## config.mk

```make
export PLATFORM = sky130hd
export DESIGN_NAME = source_text_tokenizer_top
export DESIGN_NICKNAME = d
export VERILOG_FILES = /design/src/hdl/stt_pkg.sv /design/src/hdl/stt_lexer.sv /design/src/hdl/stt_out_stage.sv /design/src/hdl/source_text_tokenizer_top.sv
export VERILOG_INCLUDE_DIRS = /design/src /design/src/hdl
export SDC_FILE = /design/constraint.sdc
export NUM_CORES = 1
export LEC_CHECK = 0
export BUFFER_PORTS_ARGS = -buffer_cell sky130_fd_sc_hd__buf_4
export CAP_MARGIN = 30
export CORE_MARGIN = 3
export CORE_UTILIZATION = 58
export DETAILED_ROUTE_END_ITERATION = 6
export GPL_TIMING_DRIVEN = 0
export PLACE_DENSITY_LB_ADDON = 0.05
export SLEW_MARGIN = 20
export SYNTH_ARGS = -nofsm -noshare
export SYNTH_HDL_FRONTEND = slang
export SYNTH_SLANG_ARGS = --single-unit
```

## constraint.sdc

```tcl
create_clock -name i_clk -period 12.8 [get_ports i_clk]
set_input_delay 1.28 -clock i_clk [delete_from_list [all_inputs] [get_ports i_clk]]
set_output_delay 1.28 -clock i_clk [all_outputs]
set_load 0.03 [all_outputs]
```

## src/hdl/source_text_tokenizer_top_macros.svh

```systemverilog
// ----------------------------------------------------------------------------
// source_text_tokenizer_top_macros.svh
// assertion helpers shared by the tokenizer modules
// ----------------------------------------------------------------------------
`ifndef SOURCE_TEXT_TOKENIZER_TOP_MACROS_SVH
`define SOURCE_TEXT_TOKENIZER_TOP_MACROS_SVH

// property that holds at every clock edge out of reset
`define STT_CHECK(label, expr, msg) \
    label: assert property (@(posedge i_clk) disable iff (!i_rst_n) (expr)) \
        else $error(msg);

// property that must hold in the cycle after a condition
`define STT_CHECK_NEXT(label, cond, expr, msg) \
    label: assert property (@(posedge i_clk) disable iff (!i_rst_n) \
        (cond) |=> (expr)) else $error(msg);

`endif

```

## src/hdl/stt_pkg.sv

```systemverilog
// ----------------------------------------------------------------------------
// stt_pkg
// token kinds, character codes, keyword tables and shared types
// ----------------------------------------------------------------------------
package stt_pkg;

    typedef logic [5:0] t_kind;

    typedef struct packed {
        t_kind       kind;
        logic [31:0] start;
        logic [31:0] length;
        logic        last;
    } t_token;

    // results produced by one step of the lexer
    typedef struct packed {
        logic [1:0] count;
        t_token     tok0;
        t_token     tok1;
    } t_push;

    localparam t_kind K_EOF      = 6'd0;
    localparam t_kind K_LPAREN   = 6'd1;
    localparam t_kind K_RPAREN   = 6'd2;
    localparam t_kind K_PLUS     = 6'd3;
    localparam t_kind K_MINUS    = 6'd4;
    localparam t_kind K_ARROW    = 6'd5;
    localparam t_kind K_STAR     = 6'd6;
    localparam t_kind K_LT       = 6'd7;
    localparam t_kind K_LE       = 6'd8;
    localparam t_kind K_GT       = 6'd9;
    localparam t_kind K_GE       = 6'd10;
    localparam t_kind K_EQ       = 6'd11;
    localparam t_kind K_EQEQ     = 6'd12;
    localparam t_kind K_DARROW   = 6'd13;
    localparam t_kind K_COLON    = 6'd14;
    localparam t_kind K_DCOLON   = 6'd15;
    localparam t_kind K_BAR      = 6'd16;
    localparam t_kind K_BSLASH   = 6'd17;
    localparam t_kind K_SEMI     = 6'd18;
    localparam t_kind K_LBRACE   = 6'd19;
    localparam t_kind K_RBRACE   = 6'd20;
    localparam t_kind K_LBRACK   = 6'd21;
    localparam t_kind K_RBRACK   = 6'd22;
    localparam t_kind K_COMMA    = 6'd23;
    localparam t_kind K_AT       = 6'd24;
    localparam t_kind K_SLASH    = 6'd25;
    localparam t_kind K_SLASHEQ  = 6'd26;
    localparam t_kind K_LINECMT  = 6'd27;
    localparam t_kind K_BLKCMT   = 6'd28;
    localparam t_kind K_STRING   = 6'd29;
    localparam t_kind K_CHAR     = 6'd30;
    localparam t_kind K_INT      = 6'd31;
    localparam t_kind K_DEC      = 6'd32;
    localparam t_kind K_IDENT    = 6'd33;
    localparam t_kind K_KW_IF    = 6'd34;
    localparam t_kind K_KW_CLASS = 6'd35;
    localparam t_kind K_KW_DATA  = 6'd36;
    localparam t_kind K_KW_INST  = 6'd37;
    localparam t_kind K_KW_LET   = 6'd38;
    localparam t_kind K_KW_IN    = 6'd39;
    localparam t_kind K_KW_WHERE = 6'd40;
    localparam t_kind K_KW_BOOL  = 6'd41;

    localparam logic [7:0] CH_TAB    = 8'h09;
    localparam logic [7:0] CH_LF     = 8'h0A;
    localparam logic [7:0] CH_CR     = 8'h0D;
    localparam logic [7:0] CH_SPACE  = 8'h20;
    localparam logic [7:0] CH_DQUOTE = 8'h22;
    localparam logic [7:0] CH_APOS   = 8'h27;
    localparam logic [7:0] CH_LPAREN = 8'h28;
    localparam logic [7:0] CH_RPAREN = 8'h29;
    localparam logic [7:0] CH_STAR   = 8'h2A;
    localparam logic [7:0] CH_PLUS   = 8'h2B;
    localparam logic [7:0] CH_COMMA  = 8'h2C;
    localparam logic [7:0] CH_MINUS  = 8'h2D;
    localparam logic [7:0] CH_DOT    = 8'h2E;
    localparam logic [7:0] CH_SLASH  = 8'h2F;
    localparam logic [7:0] CH_D0     = 8'h30;
    localparam logic [7:0] CH_D9     = 8'h39;
    localparam logic [7:0] CH_COLON  = 8'h3A;
    localparam logic [7:0] CH_SEMI   = 8'h3B;
    localparam logic [7:0] CH_LT     = 8'h3C;
    localparam logic [7:0] CH_EQ     = 8'h3D;
    localparam logic [7:0] CH_GT     = 8'h3E;
    localparam logic [7:0] CH_AT     = 8'h40;
    localparam logic [7:0] CH_UA     = 8'h41;
    localparam logic [7:0] CH_UZ     = 8'h5A;
    localparam logic [7:0] CH_LBRACK = 8'h5B;
    localparam logic [7:0] CH_BSLASH = 8'h5C;
    localparam logic [7:0] CH_RBRACK = 8'h5D;
    localparam logic [7:0] CH_UNDER  = 8'h5F;
    localparam logic [7:0] CH_LA     = 8'h61;
    localparam logic [7:0] CH_LZ     = 8'h7A;
    localparam logic [7:0] CH_LBRACE = 8'h7B;
    localparam logic [7:0] CH_BAR    = 8'h7C;
    localparam logic [7:0] CH_RBRACE = 8'h7D;

    localparam int NUM_KW = 9;
    localparam logic [NUM_KW-1:0] KW_ALL = '1;

    function automatic logic is_space(input logic [7:0] c);
        return (c == CH_SPACE) || (c >= CH_TAB && c <= CH_CR);
    endfunction

    function automatic logic is_digit(input logic [7:0] c);
        return c >= CH_D0 && c <= CH_D9;
    endfunction

    function automatic logic is_alpha(input logic [7:0] c);
        return (c >= CH_LA && c <= CH_LZ) || (c >= CH_UA && c <= CH_UZ);
    endfunction

    function automatic logic [3:0] kw_len(input logic [3:0] k);
        case (k)
            4'd0:    return 4'd2;
            4'd1:    return 4'd5;
            4'd2:    return 4'd4;
            4'd3:    return 4'd8;
            4'd4:    return 4'd3;
            4'd5:    return 4'd2;
            4'd6:    return 4'd5;
            4'd7:    return 4'd4;
            4'd8:    return 4'd5;
            default: return 4'd0;
        endcase
    endfunction

    // keyword text right aligned, first character in the highest used byte
    function automatic logic [63:0] kw_word(input logic [3:0] k);
        case (k)
            4'd0:    return 64'("if");
            4'd1:    return 64'("class");
            4'd2:    return 64'("data");
            4'd3:    return 64'("instance");
            4'd4:    return 64'("let");
            4'd5:    return 64'("in");
            4'd6:    return 64'("where");
            4'd7:    return 64'("True");
            4'd8:    return 64'("False");
            default: return 64'd0;
        endcase
    endfunction

    function automatic t_kind kw_kind(input logic [3:0] k);
        case (k)
            4'd0:    return K_KW_IF;
            4'd1:    return K_KW_CLASS;
            4'd2:    return K_KW_DATA;
            4'd3:    return K_KW_INST;
            4'd4:    return K_KW_LET;
            4'd5:    return K_KW_IN;
            4'd6:    return K_KW_WHERE;
            4'd7:    return K_KW_BOOL;
            4'd8:    return K_KW_BOOL;
            default: return K_IDENT;
        endcase
    endfunction

    // drop every keyword whose character at idx is not c
    function automatic logic [NUM_KW-1:0] kw_step(input logic [NUM_KW-1:0] mask,
                                                  input logic [3:0] idx,
                                                  input logic [7:0] c);
        logic [NUM_KW-1:0] res;
        logic [63:0]       w;
        logic [3:0]        sh;
        res = mask;
        for (int k = 0; k < NUM_KW; k++) begin
            sh = kw_len(4'(k)) - 4'd1 - idx;
            w  = kw_word(4'(k)) >> {sh, 3'b000};
            if (idx >= kw_len(4'(k)) || w[7:0] != c) begin
                res[k] = 1'b0;
            end
        end
        return res;
    endfunction

    function automatic t_kind ident_kind(input logic [NUM_KW-1:0] mask,
                                         input logic [3:0] len);
        t_kind res;
        res = K_IDENT;
        // walk down so the lowest matching keyword wins
        for (int k = NUM_KW - 1; k >= 0; k--) begin
            if (mask[k] && kw_len(4'(k)) == len) begin
                res = kw_kind(4'(k));
            end
        end
        return res;
    endfunction

endpackage

```

## src/hdl/stt_lexer.sv

```systemverilog
// ----------------------------------------------------------------------------
// stt_lexer
// scanner state and one-character step: mode, position, keyword mask
// ----------------------------------------------------------------------------
`include "source_text_tokenizer_top_macros.svh"

module stt_lexer #(
    parameter int POS_BITS = 32
) (
    input  logic           i_clk,
    input  logic           i_rst_n,
    input  logic           i_advance,
    input  logic [7:0]     i_ch,
    input  logic           i_is_end,
    output stt_pkg::t_push o_push
);
    import stt_pkg::*;

    localparam logic [4:0] M_IDLE    = 5'd0;
    localparam logic [4:0] M_SLASH   = 5'd1;
    localparam logic [4:0] M_LINE    = 5'd2;
    localparam logic [4:0] M_BLOCK   = 5'd3;
    localparam logic [4:0] M_BSTAR   = 5'd4;
    localparam logic [4:0] M_STRING  = 5'd5;
    localparam logic [4:0] M_CH_OPEN = 5'd6;
    localparam logic [4:0] M_CH_ESC  = 5'd7;
    localparam logic [4:0] M_CH_BODY = 5'd8;
    localparam logic [4:0] M_MINUS   = 5'd9;
    localparam logic [4:0] M_LT      = 5'd10;
    localparam logic [4:0] M_GT      = 5'd11;
    localparam logic [4:0] M_EQ      = 5'd12;
    localparam logic [4:0] M_COLON   = 5'd13;
    localparam logic [4:0] M_INT     = 5'd14;
    localparam logic [4:0] M_FRAC    = 5'd15;
    localparam logic [4:0] M_IDENT   = 5'd16;

    logic [4:0]          r_mode,  n_mode;
    logic [POS_BITS-1:0] r_pos,   n_pos;
    logic [POS_BITS-1:0] r_start, n_start;
    logic [NUM_KW-1:0]   r_kw,    n_kw;
    logic [3:0]          r_idlen, n_idlen;

    logic [POS_BITS-1:0] cur, nx, len_cur, len_nx;

    // what a token starting with i_ch does
    logic [4:0]        st_mode;
    logic              st_single;
    t_kind             st_kind;
    logic [NUM_KW-1:0] st_kw;
    logic [3:0]        st_idlen;

    logic  fin, brk, restart;
    t_kind fin_kind;
    t_push push;

    function automatic logic [31:0] sat32(input logic [POS_BITS-1:0] v);
        logic [63:0] w;
        w = 64'(v);
        return (w > 64'h0000_0000_FFFF_FFFF) ? 32'hFFFF_FFFF : w[31:0];
    endfunction

    function automatic t_kind pend_kind(input logic [4:0] m,
                                        input logic [NUM_KW-1:0] kw,
                                        input logic [3:0] len);
        case (m)
            M_SLASH:   return K_SLASH;
            M_LINE:    return K_LINECMT;
            M_BLOCK:   return K_BLKCMT;
            M_BSTAR:   return K_BLKCMT;
            M_STRING:  return K_STRING;
            M_CH_OPEN: return K_CHAR;
            M_CH_ESC:  return K_CHAR;
            M_CH_BODY: return K_CHAR;
            M_MINUS:   return K_MINUS;
            M_LT:      return K_LT;
            M_GT:      return K_GT;
            M_EQ:      return K_EQ;
            M_COLON:   return K_COLON;
            M_INT:     return K_INT;
            M_FRAC:    return K_DEC;
            default:   return ident_kind(kw, len);
        endcase
    endfunction

    assign cur     = r_pos;
    assign nx      = r_pos + POS_BITS'(1);
    assign len_cur = cur - r_start;
    assign len_nx  = nx - r_start;

    always_comb begin
        st_mode   = M_IDLE;
        st_single = 1'b0;
        st_kind   = K_EOF;
        st_kw     = r_kw;
        st_idlen  = r_idlen;
        case (i_ch)
            CH_SLASH:  st_mode = M_SLASH;
            CH_DQUOTE: st_mode = M_STRING;
            CH_APOS:   st_mode = M_CH_OPEN;
            CH_MINUS:  st_mode = M_MINUS;
            CH_LT:     st_mode = M_LT;
            CH_GT:     st_mode = M_GT;
            CH_EQ:     st_mode = M_EQ;
            CH_COLON:  st_mode = M_COLON;
            CH_LPAREN: begin st_single = 1'b1; st_kind = K_LPAREN; end
            CH_RPAREN: begin st_single = 1'b1; st_kind = K_RPAREN; end
            CH_PLUS:   begin st_single = 1'b1; st_kind = K_PLUS;   end
            CH_STAR:   begin st_single = 1'b1; st_kind = K_STAR;   end
            CH_BAR:    begin st_single = 1'b1; st_kind = K_BAR;    end
            CH_BSLASH: begin st_single = 1'b1; st_kind = K_BSLASH; end
            CH_SEMI:   begin st_single = 1'b1; st_kind = K_SEMI;   end
            CH_LBRACE: begin st_single = 1'b1; st_kind = K_LBRACE; end
            CH_RBRACE: begin st_single = 1'b1; st_kind = K_RBRACE; end
            CH_LBRACK: begin st_single = 1'b1; st_kind = K_LBRACK; end
            CH_RBRACK: begin st_single = 1'b1; st_kind = K_RBRACK; end
            CH_COMMA:  begin st_single = 1'b1; st_kind = K_COMMA;  end
            CH_AT:     begin st_single = 1'b1; st_kind = K_AT;     end
            default: begin
                if (is_digit(i_ch)) begin
                    st_mode = M_INT;
                end else if (is_alpha(i_ch) || i_ch == CH_UNDER) begin
                    st_mode  = M_IDENT;
                    st_kw    = kw_step(KW_ALL, 4'd0, i_ch);
                    st_idlen = 4'd1;
                end
            end
        endcase
    end

    always_comb begin
        n_mode   = r_mode;
        n_pos    = nx;
        n_start  = r_start;
        n_kw     = r_kw;
        n_idlen  = r_idlen;
        fin      = 1'b0;
        fin_kind = K_EOF;
        brk      = 1'b0;
        restart  = 1'b0;
        push     = '0;

        if (i_is_end) begin
            // flush the pending token, then end-of-file, then back to reset state
            if (r_mode != M_IDLE) begin
                push.count = 2'd2;
                push.tok0  = '{kind: pend_kind(r_mode, r_kw, r_idlen),
                               start: 32'(r_start), length: sat32(len_cur),
                               last: 1'b0};
                push.tok1  = '{kind: K_EOF, start: 32'(cur), length: 32'd0,
                               last: 1'b1};
            end else begin
                push.count = 2'd1;
                push.tok0  = '{kind: K_EOF, start: 32'(cur), length: 32'd0,
                               last: 1'b1};
            end
            n_mode  = M_IDLE;
            n_pos   = '0;
            n_start = '0;
            n_kw    = KW_ALL;
            n_idlen = 4'd0;
        end else begin
            case (r_mode)
                M_SLASH: begin
                    if (i_ch == CH_SLASH) n_mode = M_LINE;
                    else if (i_ch == CH_STAR) n_mode = M_BLOCK;
                    else if (i_ch == CH_EQ) begin fin = 1'b1; fin_kind = K_SLASHEQ; end
                    else brk = 1'b1;
                end
                M_LINE: begin
                    if (i_ch == CH_LF) brk = 1'b1;
                end
                M_BLOCK: begin
                    if (i_ch == CH_STAR) n_mode = M_BSTAR;
                end
                M_BSTAR: begin
                    if (i_ch == CH_SLASH) begin fin = 1'b1; fin_kind = K_BLKCMT; end
                    else if (i_ch != CH_STAR) n_mode = M_BLOCK;
                end
                M_STRING: begin
                    if (i_ch == CH_DQUOTE) begin fin = 1'b1; fin_kind = K_STRING; end
                end
                M_CH_OPEN: begin
                    n_mode = (i_ch == CH_BSLASH) ? M_CH_ESC : M_CH_BODY;
                end
                M_CH_ESC: begin
                    n_mode = M_CH_BODY;
                end
                M_CH_BODY: begin
                    if (i_ch == CH_APOS) begin fin = 1'b1; fin_kind = K_CHAR; end
                    else brk = 1'b1;
                end
                M_MINUS: begin
                    if (i_ch == CH_GT) begin fin = 1'b1; fin_kind = K_ARROW; end
                    else brk = 1'b1;
                end
                M_LT: begin
                    if (i_ch == CH_EQ) begin fin = 1'b1; fin_kind = K_LE; end
                    else brk = 1'b1;
                end
                M_GT: begin
                    if (i_ch == CH_EQ) begin fin = 1'b1; fin_kind = K_GE; end
                    else brk = 1'b1;
                end
                M_EQ: begin
                    if (i_ch == CH_EQ) begin fin = 1'b1; fin_kind = K_EQEQ; end
                    else if (i_ch == CH_GT) begin fin = 1'b1; fin_kind = K_DARROW; end
                    else brk = 1'b1;
                end
                M_COLON: begin
                    if (i_ch == CH_COLON) begin fin = 1'b1; fin_kind = K_DCOLON; end
                    else brk = 1'b1;
                end
                M_INT: begin
                    if (i_ch == CH_DOT) n_mode = M_FRAC;
                    else if (!is_digit(i_ch)) brk = 1'b1;
                end
                M_FRAC: begin
                    if (!is_digit(i_ch)) brk = 1'b1;
                end
                M_IDENT: begin
                    if (is_alpha(i_ch) || is_digit(i_ch) || i_ch == CH_UNDER) begin
                        n_kw    = kw_step(r_kw, r_idlen, i_ch);
                        n_idlen = (r_idlen == 4'hF) ? r_idlen : r_idlen + 4'd1;
                    end else begin
                        brk = 1'b1;
                    end
                end
                default: restart = 1'b1;
            endcase

            if (fin) begin
                push.count = 2'd1;
                push.tok0  = '{kind: fin_kind, start: 32'(r_start),
                               length: sat32(len_nx), last: 1'b1};
                n_mode     = M_IDLE;
            end

            // the byte that ended a token is scanned as the start of the next
            if (brk || restart) begin
                n_mode  = st_mode;
                n_kw    = st_kw;
                n_idlen = st_idlen;
                if (!is_space(i_ch)) begin
                    n_start = cur;
                end
            end

            if (brk) begin
                push.count = st_single ? 2'd2 : 2'd1;
                push.tok0  = '{kind: pend_kind(r_mode, r_kw, r_idlen),
                               start: 32'(r_start), length: sat32(len_cur),
                               last: !st_single};
                push.tok1  = '{kind: st_kind, start: 32'(cur), length: 32'd1,
                               last: 1'b1};
            end else if (restart && st_single) begin
                push.count = 2'd1;
                push.tok0  = '{kind: st_kind, start: 32'(cur), length: 32'd1,
                               last: 1'b1};
            end
        end
    end

    assign o_push = push;

    always_ff @(posedge i_clk) begin
        if (!i_rst_n) begin
            r_mode  <= M_IDLE;
            r_pos   <= '0;
            r_start <= '0;
            r_kw    <= KW_ALL;
            r_idlen <= 4'd0;
        end else if (i_advance) begin
            r_mode  <= n_mode;
            r_pos   <= n_pos;
            r_start <= n_start;
            r_kw    <= n_kw;
            r_idlen <= n_idlen;
        end
    end

    `STT_CHECK_NEXT(a_end_resets, i_advance && i_is_end,
        r_mode == M_IDLE && r_pos == '0 && r_start == '0, "end marker left state")
    `STT_CHECK(a_fresh_mask, r_idlen != 4'd0 || r_kw == KW_ALL,
        "keyword mask narrowed with no identifier characters")

endmodule

```

## src/hdl/stt_out_stage.sv

```systemverilog
// ----------------------------------------------------------------------------
// stt_out_stage
// result register holding up to two tokens from one step, shown one at a time
// ----------------------------------------------------------------------------
`include "source_text_tokenizer_top_macros.svh"

module stt_out_stage (
    input  logic            i_clk,
    input  logic            i_rst_n,
    input  logic            i_load,
    input  stt_pkg::t_push  i_push,
    input  logic            i_ready,
    output logic            o_valid,
    output stt_pkg::t_token o_tok,
    output logic            o_free
);
    import stt_pkg::*;

    logic   r_valid;
    logic   r_two;
    logic   r_sel;
    t_token r_tok0;
    t_token r_tok1;
    logic   cur_last;
    logic   pop;

    assign o_valid  = r_valid;
    assign o_tok    = r_sel ? r_tok1 : r_tok0;
    assign cur_last = r_sel || !r_two;
    assign pop      = r_valid && i_ready;
    // register can take a new step when empty or its last token leaves now
    assign o_free   = !r_valid || (i_ready && cur_last);

    always_ff @(posedge i_clk) begin
        if (!i_rst_n) begin
            r_valid <= 1'b0;
            r_two   <= 1'b0;
            r_sel   <= 1'b0;
        end else if (i_load) begin
            r_valid <= (i_push.count != 2'd0);
            r_two   <= (i_push.count == 2'd2);
            r_sel   <= 1'b0;
        end else if (pop) begin
            if (cur_last) begin
                r_valid <= 1'b0;
                r_sel   <= 1'b0;
            end else begin
                r_sel <= 1'b1;
            end
        end
    end

    always_ff @(posedge i_clk) begin
        if (i_load) begin
            r_tok0 <= i_push.tok0;
            r_tok1 <= i_push.tok1;
        end
    end

    `STT_CHECK(a_sel_pair, !r_sel || (r_two && r_valid),
        "second slot shown without a pair")
    `STT_CHECK_NEXT(a_second_follows, pop && !cur_last && !i_load,
        r_valid && r_sel, "second token of pair lost")

endmodule

```

## src/hdl/source_text_tokenizer_top.sv

```systemverilog
// ----------------------------------------------------------------------------
// source_text_tokenizer_top
// streaming tokenizer: one source byte in, finished tokens out
// ----------------------------------------------------------------------------
// input stream s_axis: tdata[7:0] is the source byte, tuser[0] marks the end
// of the source (byte ignored). output stream m_axis: tdata[31:0] token start,
// tdata[63:32] token length, tuser[5:0] token kind, tlast marks the final
// token caused by one input transaction.
// each byte passes an input register, the combinational scanner logic and a
// result register before a completed token is valid on m_axis. one byte is
// taken per cycle while each byte yields at most one token and m_axis is
// ready; a byte that yields two tokens (a pending token plus a one-character
// operator, or a flush plus end-of-file) holds the input while the result
// register drains its second token.
// the end marker flushes any pending token, emits end-of-file and returns the
// position counter and scanner to their reset state.
// reset clears the scanner and both registers. when m_axis stalls the result
// register holds, the input register still takes one more byte, then
// s_axis_tready drops until the result is taken.
// ----------------------------------------------------------------------------
module source_text_tokenizer_top #(
    parameter int POS_BITS = 32
) (
    input  logic        i_clk,
    input  logic        i_rst_n,
    input  logic        s_axis_tvalid,
    output logic        s_axis_tready,
    input  logic [7:0]  s_axis_tdata,  // [7:0] ch
    input  logic [0:0]  s_axis_tuser,  // [0] is_end
    output logic        m_axis_tvalid,
    input  logic        m_axis_tready,
    output logic [63:0] m_axis_tdata,  // [31:0] token_start, [63:32] token_length
    output logic [5:0]  m_axis_tuser,  // [5:0] token_kind
    output logic        m_axis_tlast   // last_of_run
);
    import stt_pkg::*;

    logic       r_in_valid;
    logic [7:0] r_in_ch;
    logic       r_in_end;
    logic       advance;
    logic       out_free;
    t_push      push;
    t_token     tok;

    assign advance       = r_in_valid && out_free;
    assign s_axis_tready = !r_in_valid || advance;

    always_ff @(posedge i_clk) begin
        if (!i_rst_n) begin
            r_in_valid <= 1'b0;
        end else if (s_axis_tvalid && s_axis_tready) begin
            r_in_valid <= 1'b1;
        end else if (advance) begin
            r_in_valid <= 1'b0;
        end
    end

    always_ff @(posedge i_clk) begin
        if (s_axis_tvalid && s_axis_tready) begin
            r_in_ch  <= s_axis_tdata;
            r_in_end <= s_axis_tuser[0];
        end
    end

    stt_lexer #(
        .POS_BITS (POS_BITS)
    ) u_lexer (
        .i_clk     (i_clk),
        .i_rst_n   (i_rst_n),
        .i_advance (advance),
        .i_ch      (r_in_ch),
        .i_is_end  (r_in_end),
        .o_push    (push)
    );

    stt_out_stage u_out (
        .i_clk   (i_clk),
        .i_rst_n (i_rst_n),
        .i_load  (advance),
        .i_push  (push),
        .i_ready (m_axis_tready),
        .o_valid (m_axis_tvalid),
        .o_tok   (tok),
        .o_free  (out_free)
    );

    assign m_axis_tdata = {tok.length, tok.start};
    assign m_axis_tuser = tok.kind;
    assign m_axis_tlast = tok.last;

endmodule

```

* After elaboration in Yosys (flattened, before gate mapping)
Index checks and enable logic that the tools add are counted.
Word-level totals: bits in registers 237, input port bits 13, output and inout bits 73, word-level logic and storage cells 498
Operators by class: $add $sub $neg 19, magnitude comparators 18, equality and inequality tests 82, shifts and indexed selects 18, mux-type cells 236, bitwise gates (word level) 1, reductions and logical operators 97
Operators by type and width (count):
- $mux W64 | 54
- $shr A64 B7 Y8 | 18
- $mux W4 | 86
- $mux W73 | 2
- $mux W144 | 1
- $mux W72 | 2
- $ne A8 B8 Y1 | 18
- $pmux W6 S12 | 2
- $eq A8 B6 Y1 const B | 16
- $mux W32 | 4
- $reduce_and A7 Y1 | 11
- $mux W5 | 15
- $mux W71 | 1
- $mux W70 | 1
- $mux W65 | 1
- $pmux W5 S13 | 1
- $eq A8 B7 Y1 const B | 8
- $sub A32 B32 Y32 | 2
- $mux W9 | 7
- $pmux W6 S9 | 1
- $mux W1 | 49
- $pmux W5 S9 | 1
- $eq A4 B4 Y1 | 10
- $eq A5 B4 Y1 const B | 8
- 48 further kinds | 152

* Longest topological paths before layout
Gate-level depths: netlist of run 1.
depth after elaboration 26, mapped depth 16, depth with buffers taken out 16

* Cells and area by module
A second synthesis of run 1 with hierarchy kept.
Unflattened totals: cells, all modules 1797, area, all modules 16530.9 sq um
Modules (own cells, without submodules):
- stt_lexer | instances 1, cells an instance 1545, area each 10930.5 sq um, seq. area each 1641.6 sq um
- stt_out_stage | instances 1, cells an instance 237, area each 5265.0 sq um, seq. area each 4324.1 sq um
- source_text_tokenizer_top | instances 1, cells an instance 15, area each 335.3 sq um, seq. area each 290.3 sq um

* Worst setup path after synthesis of run 1
OpenSTA, ideal clock, no wires.
path type in2reg, start input port m_axis_tready, end register u_lexer.r_pos[14], in the netlist u_lexer.cur[14], setup time 0.121 ns, arrival time 5.713 ns, required time 12.679 ns, setup slack 6.966 ns, cell stages on the path 9, buffers on the path 2, cells stage by stage nand2_1 -> nand2_1 -> nand2_1 -> clkbuf_1 -> inv_1 -> clkbuf_1 -> o21ai_0 -> a22oi_1 -> nor2b_1
Between the ends: word-level cells in the longest chain between the ends 3
RTL lines:
- start: declaration | RTL line source_text_tokenizer_top.sv:31 | input logic m_axis_tready,
- $logic_and A1 B1 Y1 | RTL line stt_out_stage.sv:32 | assign o_free = !r_valid || (i_ready && cur_last);
- $logic_or A1 B1 Y1 | RTL line stt_out_stage.sv:32
- $logic_and A1 B1 Y1 | RTL line source_text_tokenizer_top.sv:46 | assign advance = r_in_valid && out_free;
- named net advance | RTL line source_text_tokenizer_top.sv:41 | logic advance;
- end signal: assignment | RTL line stt_lexer.sv:274 | r_pos <= n_pos;
- end: declaration | RTL line stt_lexer.sv:38 | logic [POS_BITS-1:0] r_pos, n_pos;
The timed path passes the listed nets, and every way through them passes these cells. A chain may end at the register's enable or synchronous reset.

==> results.json, run 1 <==
{
  "status": "complete, no violations",
  "dpl.hpwl_um": 35300,
  "cts_tree": "built",
  "fmax_ghz": 0.172,
  "syn_nets": 1730,
  "antenna_left": 0,
  "diodes": 0,
  "gp_congestion": 0.966,
  "slew_viol_final": 0,
  "cts_buffer_depth": 3,
  "cts_max_level": 1,
  "grtUsageTotal": 0.331,
  "grt_max_degree": 44,
  "post_cts_resize_count": 0,
  "drtIter0Drc": 1551,
  "timing.slew.headroom": 0.359,
  "synth-main-ff-cell": "edfxtp_1",
  "syn_area_sq_mm": 0.0148,
  "die_w_um": 166,
  "p_per_area_mw_per_mm2": 95.4,
  "hold_viol": 0,
  "drive_above_1_share": 0.120,
  "multi_input_area_sq_mm": 0.00877,
  "clock_latency_ns": 0.54,
  "vias_per_cell": 6.60,
  "yosysSeqAreaShare": 0.358,
  "syn2layout_area_growth_pct": 12.5,
  "critPathLaunch": "u_lexer.cur[2]$_SDFFE_PN0P_",
  "layout.nets": 1844,
  "cts.reportedPaths.clkPinSlew_ns": 0.06,
  "synth_edf_count": 119,
  "via_count": 13800,
  "grt_pass1_wl_um": 73200,
  "cp_data_arrival_time_ns": 6.06,
  "wl_per_cell_um": 22.7,
  "skew_ns": 0.0132,
  "overflow": 0,
  "start_kind": "register",
  "register_area_sq_mm": 0.00530,
  "portBuffers": 85,
  "initial_core_util": 0.600,
  "r2r-start": "u_lexer.cur[2]$_SDFFE_PN0P_",
  "hold_path.class": "register to register",
  "cts_sinks": 205,
  "fillCellCount": 2066,
  "max_slew.worst_pin.slew_ns": 0.956,
  "layout_min_cycle_time_ns": 5.82,
  "final_cell_area_sq_mm": 0.0166,
  "synthArstFlopShare": 0,
  "place_area_sq_mm": 0.0159,
  "dr.pass1.iters": 6,
  "grt_pass1_vias": 13000,
  "row_count": 57,
  "synth_area_per_cell_sq_um": 9.06,
  "worstSetupEndpointType": "register",
  "cts_hold_buf": 0,
  "die_y_um": 166,
  "ys_warn_count": 0,
  "ioPinCount": 86,
  "report.final.setup_viol": 0,
  "synth_cell_types": 93,
  "postCtsSetupRepairBufs": 0,
  "hold_start": "u_lexer.r_kw[0]$_SDFFE_PN1P_",
  "rsz0062_at_grt": "no",
  "cp_max_fo": 8,
  "fp.coreArea_sq_mm": 0.0247,
  "fin_util": 0.674,
  "cts_made_buffers": 24,
  "cts_root_buffer": "clkbuf_16",
  "wl_um": 47300,
  "final.setup.tns_ns": 0,
  "netlist_instances": 1633,
  "hold-worst-slack_ns": 0.470,
  "ir_drop_mv": 0.102,
  "p_leak_nw": 6.33,
  "crit_type": "register to register",
  "dieArea_sq_mm": 0.0275,
  "final.period_utilization": 0.454,
  "cp.required_ns": 13.05,
  "route.detailed.drc": 0,
  "yosys_register_bits": 205,
  "max_cap_viol_count": 0,
  "antenna_found_initial": 0
}
## cells in the final DEF (no fill, tap or decap), types with 25 or more instances in the layout
cell	n
a22o_1	42
ha_1	82
nand2_1	102
xnor2_1	60
mux2_2	39
o22ai_1	30
buf_4	92
and3_1	27
nor2b_1	103
xor2_1	49
nor2_1	92
nor3_1	25
a21oi_1	83
a22oi_1	51
inv_1	69
a21o_1	28
dfxtp_1	86
o21ai_0	67
nand3_1	43
nand2b_1	27
edfxtp_1	119
and2_1	44
clkbuf_1	76
## path summary, 6_finish.rpt
kind / slack (ns) / cells past startpoint / endpoint
hold reg to reg: 0.47 / 1 / u_lexer.r_kw[0]$_SDFFE_PN1P_
setup reg to reg: 6.98 / 16 / u_out.r_tok0[31]$_DFFE_PP_
hold / removal: 0.47 / 1 / u_lexer.r_kw[0]$_SDFFE_PN1P_
setup / recovery: 6.98 / 16 / u_out.r_tok0[31]$_DFFE_PP_
## critical path, cell delays in order (launching register included)
cell,delay (ns)
dfxtp_1,0.34
clkbuf_1,0.35
nand3_1,0.20
nor4_1,0.71
nand3_1,0.47
nor2_1,0.24
xor2_1,0.23
ha_1,0.33
a21oi_1,0.21
o21ai_0,0.16
a311o_1,0.37
a211o_1,0.32
o31ai_1,0.51
o21a_1,0.23
a21oi_1,0.11
mux2i_1,0.15
or4_1,0.61
## report_power, final
group	switching [mW]	internal, mW
clock	0.296	0.369
combinational	0.134	0.0629
sequential	0.00929	0.716
total	0.440	1.15
## cell type report
type | count | share of cell area
Clock inverter | 17 | 0.00835
Multi-Input combinational cell | 1246 | 0.527
Sequential cell | 205 | 0.318
Inverter | 71 | 0.0160
Buffer | 111 | 0.0280
Tap cell | 324 | 0.0244
Timing Repair Buffer | 88 | 0.0412
Clock buffer | 27 | 0.0368
## per-layer routing
metal,track usage,up-vias,share of wire
li1,-,6283,-
met1,0.500,6540,0.44
met2,0.472,851,0.41
met3,0.0686,122,0.12
met4,0.111,0,0.034
met5,0,-,0
## sequential cells by signal (all words and copies together), names as in the netlist
register         cells
u_out.r_tok0        71
u_out.r_tok1        39
u_lexer.cur         32
u_lexer.r_start     32
u_lexer.r_kw         9
r_in_ch              8
u_lexer.r_mode       5
u_lexer.r_idlen      4
r_in_end             1
r_in_valid           1
u_out.o_valid        1
u_out.r_sel          1
u_out.r_two          1
## kinds of logic after synthesis
family,count (synthesis),synth area share
buffers and inverters,182,0.0492
flip-flops,205,0.358
multiplexers,46,0.0344
AO/OA/AOI/OAI,468,0.223
AND/OR/NAND/NOR,539,0.199
XOR/XNOR,109,0.0645
adder cells (fa/ha/maj),84,0.0721
## per-stage QoR
stage / setup WS, ns / cells / total power [mW]
after floorplan: 6.97 / 1633 / 0.863
after global placement: 5.14 / 2042 / 0.929
after detailed placement: 7.27 / 2045 / 0.931
after CTS: 7.22 / 2089 / 1.59
after global routing: 6.80 / 2089 / 1.63
final: 6.98 / 2089 / 1.59
## Yosys cell counts, types with 51 or more instances
master	instances	area share
nor2_1	92	0.023
xnor2_1	60	0.036
a22oi_1	51	0.026
edfxtp_1	119	0.24
nand2_1	102	0.026
clkbuf_1	74	0.019
ha_1	82	0.069
a21oi_1	83	0.028
dfxtp_1	86	0.12
o21ai_0	67	0.023
inv_1	69	0.018
nor2b_1	103	0.044
No activity file was read; power rests on OpenSTA's default activity.
==> run 2, diff against run 1 <==
==> constraint.sdc (replaced) <==
create_clock -name i_clk -period 5.9 [get_ports i_clk]
set_input_delay 0.59 -clock i_clk [delete_from_list [all_inputs] [get_ports i_clk]]
set_output_delay 0.59 -clock i_clk [all_outputs]
set_load 0.03 [all_outputs]
==> results.json, run 2 (synthesis results as in run 1) <==
{
  "timing.slew.headroom": 0.369,
  "cp_max_fo": 8,
  "worstSetupEndpointType": "register",
  "fp.coreArea_sq_mm": 0.0247,
  "syn2layout_area_growth_pct": 12.5,
  "cp_num_buf_inv": 1,
  "dieArea_sq_mm": 0.0275,
  "reg_top3": "u_out.r_tok0: 71 flops, u_out.r_tok1: 39 flops",
  "p_per_area_mw_per_mm2": 207,
  "drive_above_1_share": 0.120,
  "cts_tree": "built",
  "clock_latency_ns": 0.54,
  "hold_viol": 0,
  "cts.reportedPaths.clkPinSlew_ns": 0.07,
  "power.internal_mw": 2.49,
  "fin_util": 0.675,
  "dpl.hpwl_um": 35300,
  "post_cts_resize_count": 0,
  "crit_type": "register to register",
  "ir_drop_mv": 0.220,
  "cts_hold_buf": 0,
  "start_kind": "register",
  "seqPwrFrac": 0.457,
  "largest_reg_flops": 71,
  "clockPowerShare": 0.419,
  "wl_per_cell_um": 22.6,
  "crit_chain": "clkbuf_1 -> nand3_1 -> nor4_2 -> nand3_1 -> nor2_1 -> xor2_1 -> ha_1 -> a21oi_1 -> o21ai_0 -> a311o_1 -> a211o_1 -> o31ai_1 -> o21a_1 -> a21oi_1 -> mux2i_1 -> or4_1",
  "report.final.setup_viol": 0,
  "drtIter0Drc": 1649,
  "cp_data_arrival_time_ns": 5.75,
  "place_area_sq_mm": 0.0159,
  "wl_um": 47200,
  "setup_ws_ns": 0.395,
  "cts_max_level": 1,
  "final_cell_area_sq_mm": 0.0166,
  "cp.required_ns": 6.15,
  "rsz0062_at_grt": "no",
  "route.detailed.drc": 0,
  "status": "complete, no violations",
  "grtUsageTotal": 0.331,
  "dr.pass1.iters": 5,
  "ioPinCount": 86,
  "row_count": 57,
  "crit_path_top_delay_cell": "or4_1",
  "cpPeakStageDelay_ns": 0.60,
  "p_sw_frac": 0.277,
  "layout_common_cells": "edfxtp_1, nor2b_1, nand2_1",
  "vias_per_cell": 6.57,
  "critical_path.top_delay_family": "compound AO/OA/AOI/OAI gates",
  "postCtsSetupRepairBufs": 0,
  "grt_pass1_wl_um": 73200,
  "layout_min_cycle_time_ns": 5.51,
  "grt_pass1_vias": 13000,
  "power_frac_comb": 0.124,
  "cts_made_buffers": 24,
  "die_y_um": 166,
  "power_switching_mw": 0.954,
  "pre_cts_ws_ns": 0.370,
  "overflow": 0,
  "final.period_utilization": 0.933,
  "via_count": 13700,
  "portBuffers": 85,
  "antenna_left": 0,
  "antenna_found_initial": 0,
  "cts_buffer_depth": 3,
  "initial_core_util": 0.600,
  "grt_max_degree": 44,
  "dpl.cell_count": 2045,
  "diodes": 0,
  "final_common_cell": "edfxtp_1",
  "layout.nets": 1844,
  "fmax_ghz": 0.182,
  "cts_root_buffer": "clkbuf_16",
  "gp_congestion": 0.966,
  "hold_path.class": "input pin to register",
  "die_w_um": 166,
  "final.setup.tns_ns": 0,
  "slew_viol_final": 0,
  "max_slew.worst_pin.slew_ns": 0.946,
  "regMostFlops": "u_out.r_tok0",
  "p_leak_nw": 6.33,
  "skew_ns": 0.0134,
  "stdcell_count": 2089,
  "cts_sinks": 205,
  "max_cap_viol_count": 0
}
[run 2: worst paths after layout]
| kind | from | to | slack [ns] | cells past startpoint |
|---|---|---|---|---|
| max reg2reg | u_lexer.cur[2]$_SDFFE_PN0P_ | u_out.r_tok0[31]$_DFFE_PP_ | 0.39 | 16 |
| min | s_axis_tdata[6] | r_in_ch[6]$_DFFE_PP_ | 0.23 | 1 |
| min reg2reg | u_lexer.r_kw[0]$_SDFFE_PN1P_ | u_lexer.r_kw[0]$_SDFFE_PN1P_ | 0.47 | 1 |
| max | u_lexer.cur[2]$_SDFFE_PN0P_ | u_out.r_tok0[31]$_DFFE_PP_ | 0.39 | 16 |
[run 2: power groups by stage]
stage	registers [mW]	clock network, mW	logic, mW
global placement	1.61	0	0.406
global route	1.58	1.51	0.454
finish	1.57	1.44	0.428
floorplan	1.60	0	0.270
CTS	1.57	1.45	0.418
detailed placement	1.60	0	0.416
[run 2: worst register-to-register path, delay by kind of cell (launching register included)]
| kind | cells | cell delay [ns] |
|---|---|---|
| flops | 1 | 0.35 |
| compound gates | 7 | 1.91 |
| mux | 1 | 0.15 |
| simple gates | 5 | 1.90 |
| buf+inv | 1 | 0.35 |
| xor+xnor | 1 | 0.23 |
| fa+ha+maj | 1 | 0.33 |
[run 2: cell type report]
| type | instances | area, sq um |
|---|---|---|
| multi-input cells | 1246 | 8780 |
| fillers | 2062 | 8030 |
| flip-flops and latches | 205 | 5300 |
| repair buffers | 88 | 686 |
| clock buffers | 27 | 612 |
| plain buffers | 111 | 465 |
| well taps | 324 | 405 |
| inverters | 71 | 267 |
| clock inverters | 17 | 139 |
[run 2: per-stage QoR]
step	power [mW]	hold WS (ns)
after floorplan	1.87	0.418
after global placement	2.02	0.439
after detailed placement	2.02	0.457
after CTS	3.44	0.221
after global routing	3.54	0.225
final	3.45	0.228
[run 2: metal layers]
layer / track usage / vias up / part of all wire
met1: 0.500 / 6552 / 0.44
li1: - / 6267 / -
met2: 0.472 / 796 / 0.41
met5: 0 / - / 0
met4: 0.111 / 0 / 0.033
met3: 0.0686 / 113 / 0.11
==> run 3, diff against run 2 <==
--- a/config.mk
+++ b/config.mk
@@ -13,6 +13,8 @@
 export DETAILED_ROUTE_END_ITERATION = 6
 export GPL_TIMING_DRIVEN = 0
 export PLACE_DENSITY_LB_ADDON = 0.05
+export REMOVE_ABC_BUFFERS = 1
+export SKIP_CTS_REPAIR_TIMING = 1
 export SLEW_MARGIN = 20
 export SYNTH_ARGS = -nofsm -noshare
 export SYNTH_HDL_FRONTEND = slang
==> results.json, run 3 (synthesis results as in run 1) <==
{
  "p_per_area_mw_per_mm2": 207,
  "p_leak_nw": 6.26,
  "crit_path_top_delay_cell": "o31ai_1",
  "skew_ns": 0.0106,
  "cts_max_level": 1,
  "cts_buffer_depth": 3,
  "via_count": 12900,
  "antenna_found_initial": 0,
  "wl_um": 41000,
  "antenna_left": 0,
  "final_common_cell": "edfxtp_1",
  "grtUsageTotal": 0.286,
  "fp.coreArea_sq_mm": 0.0247,
  "grt_pass1_wl_um": 65700,
  "route.detailed.drc": 0,
  "drtIter0Drc": 1290,
  "cp_data_arrival_time_ns": 5.75,
  "worstSetupEndpointType": "register",
  "rsz0062_at_grt": "no",
  "place_area_sq_mm": 0.0157,
  "final.period_utilization": 0.932,
  "crit_type": "register to register",
  "row_count": 57,
  "layout_min_cycle_time_ns": 5.50,
  "cp_num_buf_inv": 0,
  "grt_max_degree": 84,
  "report.final.setup_viol": 0,
  "stdcell_count": 1992,
  "crit_chain": "ha_1 -> nand3_1 -> nor3_1 -> and3_1 -> nand3_1 -> xnor2_1 -> ha_1 -> a21o_1 -> o21a_1 -> a311o_1 -> a211o_1 -> o31ai_1 -> o21a_1 -> a21oi_1 -> mux2i_1 -> or4_1",
  "fmax_ghz": 0.182,
  "gp_congestion": 0.951,
  "grt_pass1_vias": 12200,
  "cts.reportedPaths.clkPinSlew_ns": 0.06,
  "critical_path.top_delay_family": "compound AO/OA/AOI/OAI gates",
  "cp_max_fo": 9,
  "dieArea_sq_mm": 0.0275,
  "dpl.cell_count": 1947,
  "final_cell_area_sq_mm": 0.0165,
  "overflow": 0,
  "wl_per_cell_um": 20.6,
  "reg_top3": "u_out.r_tok0: 71 flops, u_out.r_tok1: 39 flops",
  "die_y_um": 166,
  "max_slew.worst_pin.slew_ns": 0.966,
  "ioPinCount": 86,
  "portBuffers": 85,
  "final.setup.tns_ns": 0,
  "slew_viol_final": 0,
  "regMostFlops": "u_out.r_tok0",
  "die_w_um": 166,
  "cts_sinks": 205,
  "hold_path.class": "input pin to register",
  "cts_made_buffers": 24,
  "cts_tree": "built",
  "syn2layout_area_growth_pct": 11.6,
  "ir_drop_mv": 0.227,
  "status": "complete, no violations",
  "layout.nets": 1747,
  "cts_root_buffer": "clkbuf_16",
  "cpPeakStageDelay_ns": 0.63,
  "hold_viol": 0,
  "clock_latency_ns": 0.52,
  "initial_core_util": 0.600,
  "max_cap_viol_count": 0,
  "diodes": 0,
  "largest_reg_flops": 71,
  "dpl.hpwl_um": 28400,
  "dr.pass1.iters": 6,
  "timing.slew.headroom": 0.354,
  "start_kind": "register",
  "cp.required_ns": 6.15,
  "layout_common_cells": "edfxtp_1, nor2b_1, nand2_1",
  "vias_per_cell": 6.47,
  "drive_above_1_share": 0.123
}
-- run 3: changes by cell type in the layout (fill, tap and decap cells not counted), sizes merged --
cell and change:
inv -2, clkbuf -66, clkinv -6, buf -23
-- run 3: cell type report --
class | instances | area (sq um)
Clock buffer | 35 | 673
Clock inverter | 9 | 81.3
Fill cell | 2048 | 8160
Inverter | 71 | 272
Multi-Input combinational cell | 1246 | 8810
Sequential cell | 205 | 5300
Tap cell | 324 | 405
Timing Repair Buffer | 102 | 975
-- run 3: path summary, 6_finish.rpt --
path | slack, ns | cells after the start | startpoint | endpoint
worst max-delay path | 0.40 | 16 | u_lexer.cur[0]$_SDFFE_PN0P_ | u_out.r_tok0[31]$_DFFE_PP_
worst min-delay path | 0.25 | 1 | s_axis_tdata[5] | r_in_ch[5]$_DFFE_PP_
worst min register to register | 0.47 | 1 | u_lexer.r_kw[0]$_SDFFE_PN1P_ | u_lexer.r_kw[0]$_SDFFE_PN1P_
worst max register to register | 0.40 | 16 | u_lexer.cur[0]$_SDFFE_PN0P_ | u_out.r_tok0[31]$_DFFE_PP_
-- run 3: routing by layer --
layer	vias to the layer above	share of wire	GRT usage
met2	531	0.46	0.467
met4	0	0.030	0.0879
met3	87	0.079	0.0460
met1	6186	0.43	0.394
li1	6085	-	-
met5	-	0	0
-- run 3: power breakdown --
| part | total, mW | internal [mW] | switching (mW) |
|---|---|---|---|
| Sequential | 1.59 | 1.55 | 0.0368 |
| Combinational | 0.395 | 0.141 | 0.254 |
| Clock | 1.43 | 0.836 | 0.594 |
-- run 3: per-stage QoR --
step	power, mW	worst slack (ns)	hold slack, ns	utilization
2_1_floorplan	1.85	-0.0431	0.418	-
3_3_place_gp	1.98	-3.51	0.446	0.623
3_5_place_dp	2.01	0.443	0.460	0.638
4_1_cts	3.44	0.401	0.226	0.668
5_1_grt	3.54	0.112	0.226	0.669
6_report	3.42	0.402	0.246	0.669
